`src/rtl/tmc_pkg.sv`:
```
// thermostat mode controller package: widths, register and mode codes, reset values
// and the fixed-point temperature conversions
// no dependencies
package tmc_pkg;

  localparam int ADC_BITS  = 10;
  localparam int ADC_W     = 10;
  localparam int ADC_FULL  = (1 << ADC_BITS) - 1;
  localparam int PROD_W    = ADC_BITS + 9;
  localparam int SP_W      = 7;
  localparam int MEAS_W    = 9;
  localparam int CFG_IDX_W = 2;

  typedef logic [SP_W-1:0]   setpoint_t;
  typedef logic [MEAS_W-1:0] measured_t;
  typedef logic [7:0]        celsius_t;

  localparam logic [CFG_IDX_W-1:0] REG_LIMIT_LOW_C  = 2'd0;
  localparam logic [CFG_IDX_W-1:0] REG_LIMIT_HIGH_C = 2'd1;
  localparam logic [CFG_IDX_W-1:0] REG_LIMIT_LOW_F  = 2'd2;
  localparam logic [CFG_IDX_W-1:0] REG_LIMIT_HIGH_F = 2'd3;

  localparam logic [1:0] MODE_FAN  = 2'd0;
  localparam logic [1:0] MODE_HEAT = 2'd1;
  localparam logic [1:0] MODE_COOL = 2'd2;
  localparam logic [1:0] MODE_AUTO = 2'd3;

  localparam setpoint_t LIMIT_LOW_C_RESET  = 7'd15;
  localparam setpoint_t LIMIT_HIGH_C_RESET = 7'd50;
  localparam setpoint_t LIMIT_LOW_F_RESET  = 7'd59;
  localparam setpoint_t LIMIT_HIGH_F_RESET = 7'd122;
  localparam setpoint_t SETPOINT_RESET     = 7'd20;

  // floor(adc * 330 / full) saturated to 255
  function automatic celsius_t scale_sample(input logic [ADC_BITS-1:0] adc);
    logic [PROD_W-1:0] x;
    logic [PROD_W-1:0] q0;
    logic [PROD_W-1:0] r;
    logic [PROD_W-1:0] q;
    x  = PROD_W'(adc) * PROD_W'(330);
    q0 = (x >> ADC_BITS) + (x >> (2 * ADC_BITS));
    r  = x - q0 * PROD_W'(ADC_FULL);
    if (r >= PROD_W'(2 * ADC_FULL)) begin
      q = q0 + PROD_W'(2);
    end else if (r >= PROD_W'(ADC_FULL)) begin
      q = q0 + PROD_W'(1);
    end else begin
      q = q0;
    end
    return (q > PROD_W'(255)) ? 8'hff : q[7:0];
  endfunction

  // floor(c * 9 / 5) + 32
  function automatic measured_t to_fahr(input celsius_t c);
    logic [11:0] y;
    logic [21:0] p;
    y = 12'(c) * 12'd9;
    p = 22'(y) * 22'd1639;
    return p[21:13] + 9'd32;
  endfunction

  function automatic setpoint_t sp_to_f(input setpoint_t s);
    measured_t f;
    f = to_fahr({1'b0, s});
    return (f > 9'd127) ? 7'd127 : f[6:0];
  endfunction

  // (s - 32) * 5 / 9, zero below 32
  function automatic setpoint_t sp_to_c(input setpoint_t s);
    logic [6:0]  d;
    logic [8:0]  y;
    logic [15:0] p;
    d = s - 7'd32;
    y = 9'(d) * 9'd5;
    p = 16'(y) * 16'd114;
    return (s < 7'd32) ? 7'd0 : {1'b0, p[15:10]};
  endfunction

endpackage

```
`src/rtl/thermostat_mode_controller.sv`:
```
// thermostat mode controller top level: input stage, state update and result register
// depends on tmc_pkg
//
// Each beat on the input carries either an ADC sample (func 0) or a button tick
// (func 1) and produces exactly one result beat with the heater, cooler and fan
// drives and the controller status. The sample is scaled to Celsius in the input
// stage; the state update then applies it, or the tick's buttons in the order
// power, unit, mode, up, down, to the state and loads the result register. One
// item is taken every cycle while the result side keeps up. Setpoint limits are
// written through the configuration port, which is always ready; write it only
// while no item is in flight.
module thermostat_mode_controller
  import tmc_pkg::*;
(
  input  logic                 clk,
  input  logic                 rst,

  input  logic                 in_valid,
  output logic                 in_stall,
  input  logic                 func,
  input  logic [ADC_W-1:0]     adc_sample,
  input  logic                 press_power,
  input  logic                 press_unit,
  input  logic                 press_mode,
  input  logic                 press_up,
  input  logic                 press_down,

  output logic                 out_valid,
  input  logic                 out_stall,
  output logic                 heater_on,
  output logic                 cooler_on,
  output logic                 fan_on,
  output logic                 powered,
  output logic                 in_fahrenheit,
  output logic [1:0]           run_mode,
  output setpoint_t            setpoint_out,
  output measured_t            measured_out,

  input  logic                 cfg_valid,
  output logic                 cfg_ready,
  input  logic [CFG_IDX_W-1:0] cfg_index,
  input  logic [SP_W-1:0]      cfg_data
);

  setpoint_t limit_low_c, limit_high_c, limit_low_f, limit_high_f;

  logic      power_flag, unit_flag;
  logic [1:0] mode_reg;
  setpoint_t setpoint_reg;
  measured_t measured_reg;

  logic      s1_valid, s1_func, s1_power, s1_unit, s1_mode, s1_up, s1_down;
  celsius_t  s1_celsius;

  logic      out_take, advance, in_accept;

  logic      power_next, unit_next;
  logic [1:0] mode_next;
  setpoint_t setpoint_next, sp_up, hi_limit, lo_limit;
  measured_t measured_next;
  logic      above, below, heat_next, cool_next, fan_next;

  assign cfg_ready = 1'b1;
  assign out_take  = !out_valid || !out_stall;
  assign advance   = s1_valid && out_take;
  assign in_stall  = s1_valid && !out_take;
  assign in_accept = in_valid && !in_stall;

  always_ff @(posedge clk) begin
    if (rst) begin
      limit_low_c  <= LIMIT_LOW_C_RESET;
      limit_high_c <= LIMIT_HIGH_C_RESET;
      limit_low_f  <= LIMIT_LOW_F_RESET;
      limit_high_f <= LIMIT_HIGH_F_RESET;
    end else if (cfg_valid && cfg_ready) begin
      case (cfg_index)
        REG_LIMIT_LOW_C:  limit_low_c  <= cfg_data;
        REG_LIMIT_HIGH_C: limit_high_c <= cfg_data;
        REG_LIMIT_LOW_F:  limit_low_f  <= cfg_data;
        REG_LIMIT_HIGH_F: limit_high_f <= cfg_data;
        default: ;
      endcase
    end
  end

  // input stage
  always_ff @(posedge clk) begin
    if (rst) begin
      s1_valid <= 1'b0;
    end else if (in_accept) begin
      s1_valid <= 1'b1;
    end else if (advance) begin
      s1_valid <= 1'b0;
    end
  end

  always_ff @(posedge clk) begin
    if (in_accept) begin
      s1_func    <= func;
      s1_celsius <= scale_sample(ADC_BITS'(adc_sample));
      s1_power   <= press_power;
      s1_unit    <= press_unit;
      s1_mode    <= press_mode;
      s1_up      <= press_up;
      s1_down    <= press_down;
    end
  end

  always_comb begin
    power_next    = power_flag;
    unit_next     = unit_flag;
    mode_next     = mode_reg;
    setpoint_next = setpoint_reg;
    measured_next = measured_reg;
    hi_limit      = unit_flag ? limit_high_f : limit_high_c;
    lo_limit      = unit_flag ? limit_low_f : limit_low_c;
    sp_up         = setpoint_reg;
    if (!s1_func) begin
      measured_next = unit_flag ? to_fahr(s1_celsius) : {1'b0, s1_celsius};
    end else begin
      if (s1_power) begin
        power_next = !power_flag;
      end
      if (!power_next) begin
        unit_next     = 1'b0;
        mode_next     = MODE_FAN;
        setpoint_next = SETPOINT_RESET;
      end else begin
        if (s1_unit) begin
          unit_next     = !unit_flag;
          setpoint_next = unit_next ? sp_to_f(setpoint_reg) : sp_to_c(setpoint_reg);
        end
        if (s1_mode) begin
          mode_next = mode_reg + 2'd1;
        end
        hi_limit = unit_next ? limit_high_f : limit_high_c;
        lo_limit = unit_next ? limit_low_f : limit_low_c;
        sp_up    = (s1_up && setpoint_next < hi_limit) ? setpoint_next + 7'd1 : setpoint_next;
        setpoint_next = (s1_down && sp_up > lo_limit) ? sp_up - 7'd1 : sp_up;
      end
    end
  end

  always_comb begin
    above     = {2'b00, setpoint_next} > measured_next;
    below     = {2'b00, setpoint_next} < measured_next;
    heat_next = 1'b0;
    cool_next = 1'b0;
    fan_next  = 1'b0;
    if (power_next) begin
      case (mode_next)
        MODE_FAN: begin
          fan_next = 1'b1;
        end
        MODE_HEAT: begin
          heat_next = above;
          fan_next  = above;
        end
        MODE_COOL: begin
          cool_next = below;
          fan_next  = below;
        end
        default: begin
          heat_next = above;
          cool_next = below;
          fan_next  = above || below;
        end
      endcase
    end
  end

  always_ff @(posedge clk) begin
    if (rst) begin
      power_flag   <= 1'b0;
      unit_flag    <= 1'b0;
      mode_reg     <= MODE_FAN;
      setpoint_reg <= SETPOINT_RESET;
      measured_reg <= '0;
    end else if (advance) begin
      power_flag   <= power_next;
      unit_flag    <= unit_next;
      mode_reg     <= mode_next;
      setpoint_reg <= setpoint_next;
      measured_reg <= measured_next;
    end
  end

  // result register
  always_ff @(posedge clk) begin
    if (rst) begin
      out_valid <= 1'b0;
    end else if (out_take) begin
      out_valid <= s1_valid;
    end
  end

  always_ff @(posedge clk) begin
    if (advance) begin
      heater_on     <= heat_next;
      cooler_on     <= cool_next;
      fan_on        <= fan_next;
      powered       <= power_next;
      in_fahrenheit <= unit_next;
      run_mode      <= mode_next;
      setpoint_out  <= setpoint_next;
      measured_out  <= measured_next;
    end
  end

endmodule

```
`config.mk`:
```
export PLATFORM = sky130hd
export DESIGN_NAME = thermostat_mode_controller
export DESIGN_NICKNAME = d
export VERILOG_FILES = /design/src/rtl/tmc_pkg.sv /design/src/rtl/thermostat_mode_controller.sv
export SDC_FILE = /design/constraint.sdc
export NUM_CORES = 1
export LEC_CHECK = 0
export ABC_AREA = 1
export BUFFER_PORTS_ARGS = -buffer_cell sky130_fd_sc_hd__buf_2
export CORE_UTILIZATION = 40
export CTS_CLUSTER_DIAMETER = 100
export DETAILED_ROUTE_END_ITERATION = 12
export GPL_TIMING_DRIVEN = 0
export RECOVER_POWER = 50
export SYNTH_ARGS = -nofsm -noshare
export SYNTH_HDL_FRONTEND = slang
export SYNTH_SLANG_ARGS = --single-unit
```
`constraint.sdc`:
```
create_clock -name clk -period 14.27 [get_ports clk]
set_clock_uncertainty 0.15 [all_clocks]
set_input_delay 1.427 -clock clk [delete_from_list [all_inputs] [get_ports clk]]
set_output_delay 1.427 -clock clk [all_outputs]
set_load 0.01 [all_outputs]
```
Yosys cells after proc, flatten, opt, wreduce, memory -nomap -nowiden
Index checks and enable logic that the tools add are counted.

Equality and inequality tests: 5. Reduce and logical (&&, ||, !) cells: 22. Add/subtract/negate cells: 9. Divide/modulo/power cells: 0. Magnitude comparators: 9. Mux-type cells: 31. Bitwise gates (word level): 1. Shift operators: 0. Multiply operators: 8.

Operators by type and width (number): $mux W7 (11); $mul A11 B11 Y22 const B (1); $mul A12 B11 Y22 const B (1); $mux W10 (2); $ge A19 B10 Y1 const B (1); $ge A19 B11 Y1 const B (1); $gt A19 B8 Y1 const B (1); $mul A9 B10 Y19 const B (1); $mux W19 (1); $sub A19 B19 Y19 (1); $add A9 B6 Y9 const B (2); $mul A10 B8 Y18 const B (1); $mux W9 (2); $mul A9 B6 Y15 const B (1); $mul A8 B4 Y12 const B (1); $mul A7 B4 Y11 const B (1); $add A9 B1 Y10 const B (1); $add A9 B2 Y10 const B (1); $mux W1 (10); $gt A7 B9 Y1 (1); $gt A9 B7 Y1 const B (1); $lt A7 B9 Y1 (1); $mul A7 B3 Y9 const B (1); $reduce_and A2 Y1 (4); 19 further kinds (36).

Bits in latches: 0. Flip-flop bits (word level): 87. Bits of input ports: 30. Logic and storage cells: 111. Memories: 0. Bits in read-only memories: 0. Output and inout port bits: 26. RAM bits: 0.

Longest topological paths before layout
Word-level depth: 20. Mapped depth: 72. Gate-level depth less buffers: 71.

Least setup slack after synthesis
No wires, ideal clock.

Path type: input-to-reg. From: input port adc_sample[1]. To: register s1_celsius[0], data pin. Path buffers: 1. Slack: 3.527 ns. Stages on the path: 42. Arrival: 10.330 ns. Required time: 13.857 ns. Path through: ha_1 -> inv_1 -> fa_1 -> fa_1 -> inv_1 -> ha_1 -> ha_1 -> nand2_1 -> o21ai_0 -> a21oi_1 -> or2_2 -> nand2_1 -> a21oi_1 -> o21ai_0 -> a21oi_1 -> inv_1 -> a21oi_1 -> o21bai_1 -> [... 6 more ...] -> inv_1 -> fa_1 -> fa_1 -> ha_1 -> a21oi_1 -> o21ai_0 -> a21oi_4 -> xor2_1 -> inv_1 -> nor3b_4 -> nand3_2 -> nor3_4 -> nand2_2 -> buf_6 -> nand2_2 -> nand2_2 -> nand4_4 -> nand3b_1.

Word-level cells in the longest chain between the ends: 8. Elaborated cells between the ends (all ways): 11. Classes of those cells: 3 x add/sub; 2 x mul; 3 x order compare; 3 x mux.

RTL lines: start: declaration (RTL line thermostat_mode_controller.sv:21) `input logic [ADC_W-1:0] adc_sample,`; $mul A10 B8 Y18 (*) (RTL line tmc_pkg.sv:40) `x = PROD_W'(adc) * PROD_W'(330);`; $mul A9 B10 Y19 (RTL line tmc_pkg.sv:42) `r = x - q0 * PROD_W'(ADC_FULL);`; $sub A19 B19 Y19 (RTL line tmc_pkg.sv:42); $ge A19 B10 Y1 (RTL line tmc_pkg.sv:45) `end else if (r >= PROD_W'(ADC_FULL)) begin`; $mux W10 (RTL line tmc_pkg.sv:45); $mux W10 (*) (RTL line tmc_pkg.sv:43) `if (r >= PROD_W'(2 * ADC_FULL)) begin`; $mux W19 (*) (RTL line thermostat_mode_controller.sv:98) `if (in_accept) begin`; $gt A19 B8 Y1 (RTL line tmc_pkg.sv:50) `return (q > PROD_W'(255)) ? 8'hff : q[7:0];`; end signal: assignment (RTL line thermostat_mode_controller.sv:100) `s1_celsius <= scale_sample(ADC_BITS'(adc_sample));`; end: declaration (RTL line thermostat_mode_controller.sv:53) `celsius_t s1_celsius;`.

Mark *: on every way between the ends. The rest lies on a longest branch, timed or not. The select of a mux whose other input is x is not followed. A chain may end at the register's enable or synchronous reset.

Worst setup path in the final report
From: register setpoint_reg[1]. To: register fan_on, data pin.

Word-level cells in the longest chain between the ends: 20. Elaborated cells between the ends (all ways): 28. Classes of those cells: 4 x add/sub; 4 x mul; 6 x order compare; 11 x mux; 3 x reduce/logical.

RTL lines: start: declaration (RTL line thermostat_mode_controller.sv:49) `setpoint_t setpoint_reg;`; start signal: assignment (RTL line thermostat_mode_controller.sv:183) `setpoint_reg <= setpoint_next;`; $mul A7 B4 Y11 (RTL line tmc_pkg.sv:57) `y = 12'(c) * 12'd9;`; $mul A11 B11 Y22 (RTL line tmc_pkg.sv:58) `p = 22'(y) * 22'd1639;`; $add A9 B6 Y9 (RTL line tmc_pkg.sv:59) `return p[21:13] + 9'd32;`; $gt A9 B7 Y1 (RTL line tmc_pkg.sv:65) `return (f > 9'd127) ? 7'd127 : f[6:0];`; $mux W7 (RTL line tmc_pkg.sv:65); $mux W7 (RTL line thermostat_mode_controller.sv:131) `setpoint_next = unit_next ? sp_to_f(setpoint_reg) : sp_to_c(setpoint_reg);`; $mux W7 (*) (RTL line thermostat_mode_controller.sv:129) `if (s1_unit) begin`; $mux W7 (*) (RTL line thermostat_mode_controller.sv:124) `if (!power_next) begin`; [... 5 more ...]; $logic_and A1 B1 Y1 (RTL line thermostat_mode_controller.sv:139) `setpoint_next = (s1_down && sp_up > lo_limit) ? sp_up - 7'd1 : sp_up;`; $mux W7 (*) (RTL line thermostat_mode_controller.sv:139); $mux W7 (*) (RTL line thermostat_mode_controller.sv:124); $mux W7 (*) (RTL line thermostat_mode_controller.sv:118) `if (!s1_func) begin`; net setpoint_next[4] (RTL line thermostat_mode_controller.sv:59) `setpoint_t setpoint_next, sp_up, hi_limit, lo_limit;`; $gt A7 B9 Y1 or $lt A7 B9 Y1 (tied branches) (RTL line thermostat_mode_controller.sv:145, thermostat_mode_controller.sv:146); $logic_or A1 B1 Y1 (RTL line thermostat_mode_controller.sv:166) `fan_next = above || below;`; $pmux W1 S3 (*) (RTL line thermostat_mode_controller.sv:151) `case (mode_next)`; end signal: assignment (RTL line thermostat_mode_controller.sv:201) `fan_on <= fan_next;`; end: declaration (RTL line thermostat_mode_controller.sv:32) `output logic fan_on,`.

The timed path passes the listed nets; every way through them passes the cells marked *. The select of a mux whose other input is x is not followed.

==> impl_metrics.env <==
export IMPL_status="completed"
export IMPL_syn_num_nets=2489
export IMPL_fillers=3922
export IMPL_ys_types=61
export IMPL_start_kind="register"
export IMPL_rows=72
export IMPL_grt_ovfl_total=0
export IMPL_dieArea_sq_um=40000
export IMPL_critPathTopFamily="adder cells"
export IMPL_r2r_slack_ps=2290
export IMPL_wl_microns=35900
export IMPL_slew_headroom=0.296
export IMPL_path_class="register to register"
export IMPL_dr_pass1_iters=6
export IMPL_cpMostUsedCell="nand2_1"
export IMPL_antenna_found_initial=1
export IMPL_min_to="limit_high_f[6]$_SDFFE_PP1P_"
export IMPL_synth_cells=2011
export IMPL_routed_top_layer="met5"
export IMPL_io_pin_count=56
export IMPL_cp_max_fo=10
export IMPL_arrival_ps=11950
export IMPL_drive_above_1_share=0.0533
export IMPL_r2r_end="fan_on$_SDFFCE_PP0P_"
export IMPL_gp_congestion=0.893
export IMPL_gr_usage_all_layers=0.192
export IMPL_rsz0062_at_grt="false"
export IMPL_wl_met2_microns=16300
export IMPL_clk_latency_ps=360
export IMPL_diodes=0
export IMPL_slowest_delay_ps=610
export IMPL_die_x_microns=200
export IMPL_hold_start="limit_high_f[6]$_SDFFE_PP1P_"
export IMPL_worst_ep_required_time_ps=14240
export IMPL_synth_area_sq_um=15700
export IMPL_synth_seq_cells=87
export IMPL_clk_path_buf_depth=2
export IMPL_cts_setup_buffers=0
export IMPL_cts_buffers=9
export IMPL_drt_iter0_drc=503
export IMPL_num_vias=12600
export IMPL_grt_pass1_wl_microns=61200
export IMPL_hold_viol=0
export IMPL_ys_flop_type="dfxtp_1"
export IMPL_clock_sinks=87
export IMPL_drv_slew=0
export IMPL_path_clk_slew_ps=70
export IMPL_fmax_mhz=83.5
export IMPL_met3WireLength_microns=1370
export IMPL_hold_buffers=0
export IMPL_portBuffers=54
export IMPL_tightest_slew_ps=1050
export IMPL_cts_tree="done"
export IMPL_hpwl_microns=31400
export IMPL_syn2layout_area_growth_pct=7.70
export IMPL_fin_setup_tns_ps=0
export IMPL_period_minus_slack_ps=11980
export IMPL_core_area_sq_um=38600
export IMPL_critPathSlowestCell="dfxtp_1"
export IMPL_seq_area_frac_synth=0.135
export IMPL_synthArstFlopShare=0
export IMPL_drc_errors=0
export IMPL_crit_reg2reg_launch="setpoint_reg[1]$_SDFFE_PP0P_"
export IMPL_post_route_period_util=0.839
export IMPL_die_h_microns=200
export IMPL_syn_area_per_cell_sq_um=7.80
export IMPL_via_per_inst=4.87
export IMPL_cts_resized=0
export IMPL_grt_start_max_net_pins=33
export IMPL_end_kind="register"
export IMPL_grt_pass1_vias=12600
export IMPL_synth_warnings=0
export IMPL_critPathBufInv=9
export IMPL_cts_root_buf="clkbuf_16"
export IMPL_ant_nets=0
export IMPL_holdPathStages=2
export IMPL_wl_per_cell_microns=13.8
export IMPL_setup_violations=0
export IMPL_met1_length_microns=17900
export IMPL_synth_edf_count=37
export IMPL_start_util=0.406
export IMPL_hold_class="register to register"
export IMPL_fin_nets=2554
export IMPL_ctsHtreeMaxLevel=3
export IMPL_reg2reg_depth=63
export IMPL_maxCapViolCount=0
-- cells by family after synthesis --
logic type                 after synthesis  synth area share
and+or+nand+nor                        689             0.192
buffers and inverters                  482             0.117
adders and majority gates              448             0.425
AOI/OAI and AO/OA                      226            0.0853
DFF                                     87             0.135
xor gates and xnor gates                70            0.0403
muxes                                    8           0.00519
other                                    1          0.000239
-- cells in the mapped netlist, drive strengths merged, types with 4 or more instances --
cell type	count	area (sq um)
nand3b	9	67.6
fa	141	2820
o21bai	9	67.6
o21a	4	30.0
nand2	411	1610
xnor2	25	219
o21ai	77	412
o211ai	14	105
edfxtp	37	1110
xor2	45	413
mux2i	7	70.1
nand3	110	566
nor2	107	414
a21oi	104	577
or2	10	62.6
clkinv	4	15.0
dfxtp	50	1000
a21o	5	37.5
ha	307	3840
buf	5	41.3
nor3	16	91.3
nand4	18	134
inv	461	1730
clkbuf	12	45.0
-- cells in the final DEF, fill, tap and decap left out, types with 14 or more instances in the layout --
cell | netlist | layout
o21ai_0 | 69 | 69
a21oi_1 | 95 | 95
inv_1 | 455 | 455
dfxtp_1 | 50 | 50
buf_2 | 0 | 24
nand2_1 | 390 | 390
nor3_1 | 15 | 15
o211ai_1 | 14 | 14
xor2_1 | 44 | 44
fa_1 | 141 | 141
clkbuf_1 | 12 | 41
nand4_1 | 16 | 16
ha_1 | 307 | 307
nand2_2 | 18 | 18
xnor2_1 | 25 | 25
nand3_1 | 107 | 107
edfxtp_1 | 37 | 37
nor2_1 | 102 | 102
-- worst max path at each step --
stage / from / to / depth (start not counted)
after CTS: setpoint_reg[1]$_SDFFE_PP0P_ / fan_on$_SDFFCE_PP0P_ / 63
after floorplan: adc_sample[1] / s1_celsius[0]$_SDFFCE_PN1P_ / 42
final: setpoint_reg[1]$_SDFFE_PP0P_ / fan_on$_SDFFCE_PP0P_ / 63
after global routing: setpoint_reg[1]$_SDFFE_PP0P_ / fan_on$_SDFFCE_PP0P_ / 63
after detailed placement: adc_sample[4] / s1_celsius[5]$_SDFFCE_PN1P_ / 46
after global placement: adc_sample[4] / s1_celsius[0]$_SDFFCE_PN1P_ / 43
-- worst min-delay path: stages, from the launching register on --
cell and delay [ps]:
dfxtp_1 320, nand2_1 50, nand3_1 50
-- layout make-up --
cell class                 instances  area [sq um]  share of cell area
sequential                        87          2110               0.125
clock buffer                       9           225              0.0133
inverter                         465          1750               0.104
buffer                            17          87.6             0.00519
tap                              518           648              0.0384
multi-input combinational       1442         11700               0.695
clock inverter                     7           100             0.00593
timing repair buffer              54           233              0.0138
-- through the flow --
stage,setup slack [ps],area [sq um],cells,hold slack (ps),util
after floorplan,3530,15700,2011,273,-
after global placement,2360,16600,2583,284,0.429
after detailed placement,2200,16600,2583,289,0.429
after CTS,2350,16900,2599,305,0.438
after global routing,1470,16900,2599,325,0.437
final,2290,16900,2599,302,0.437
-- layer usage --
metal  up-vias  track usage
li1       6498            -
met4         2       0.0283
met1      5928        0.268
met2       192        0.320
met3        25       0.0250
met5         -            0
Power is left out: the tool's default activity adds up to more than one toggle a clock period on the data nets, which glitch-free logic cannot reach.
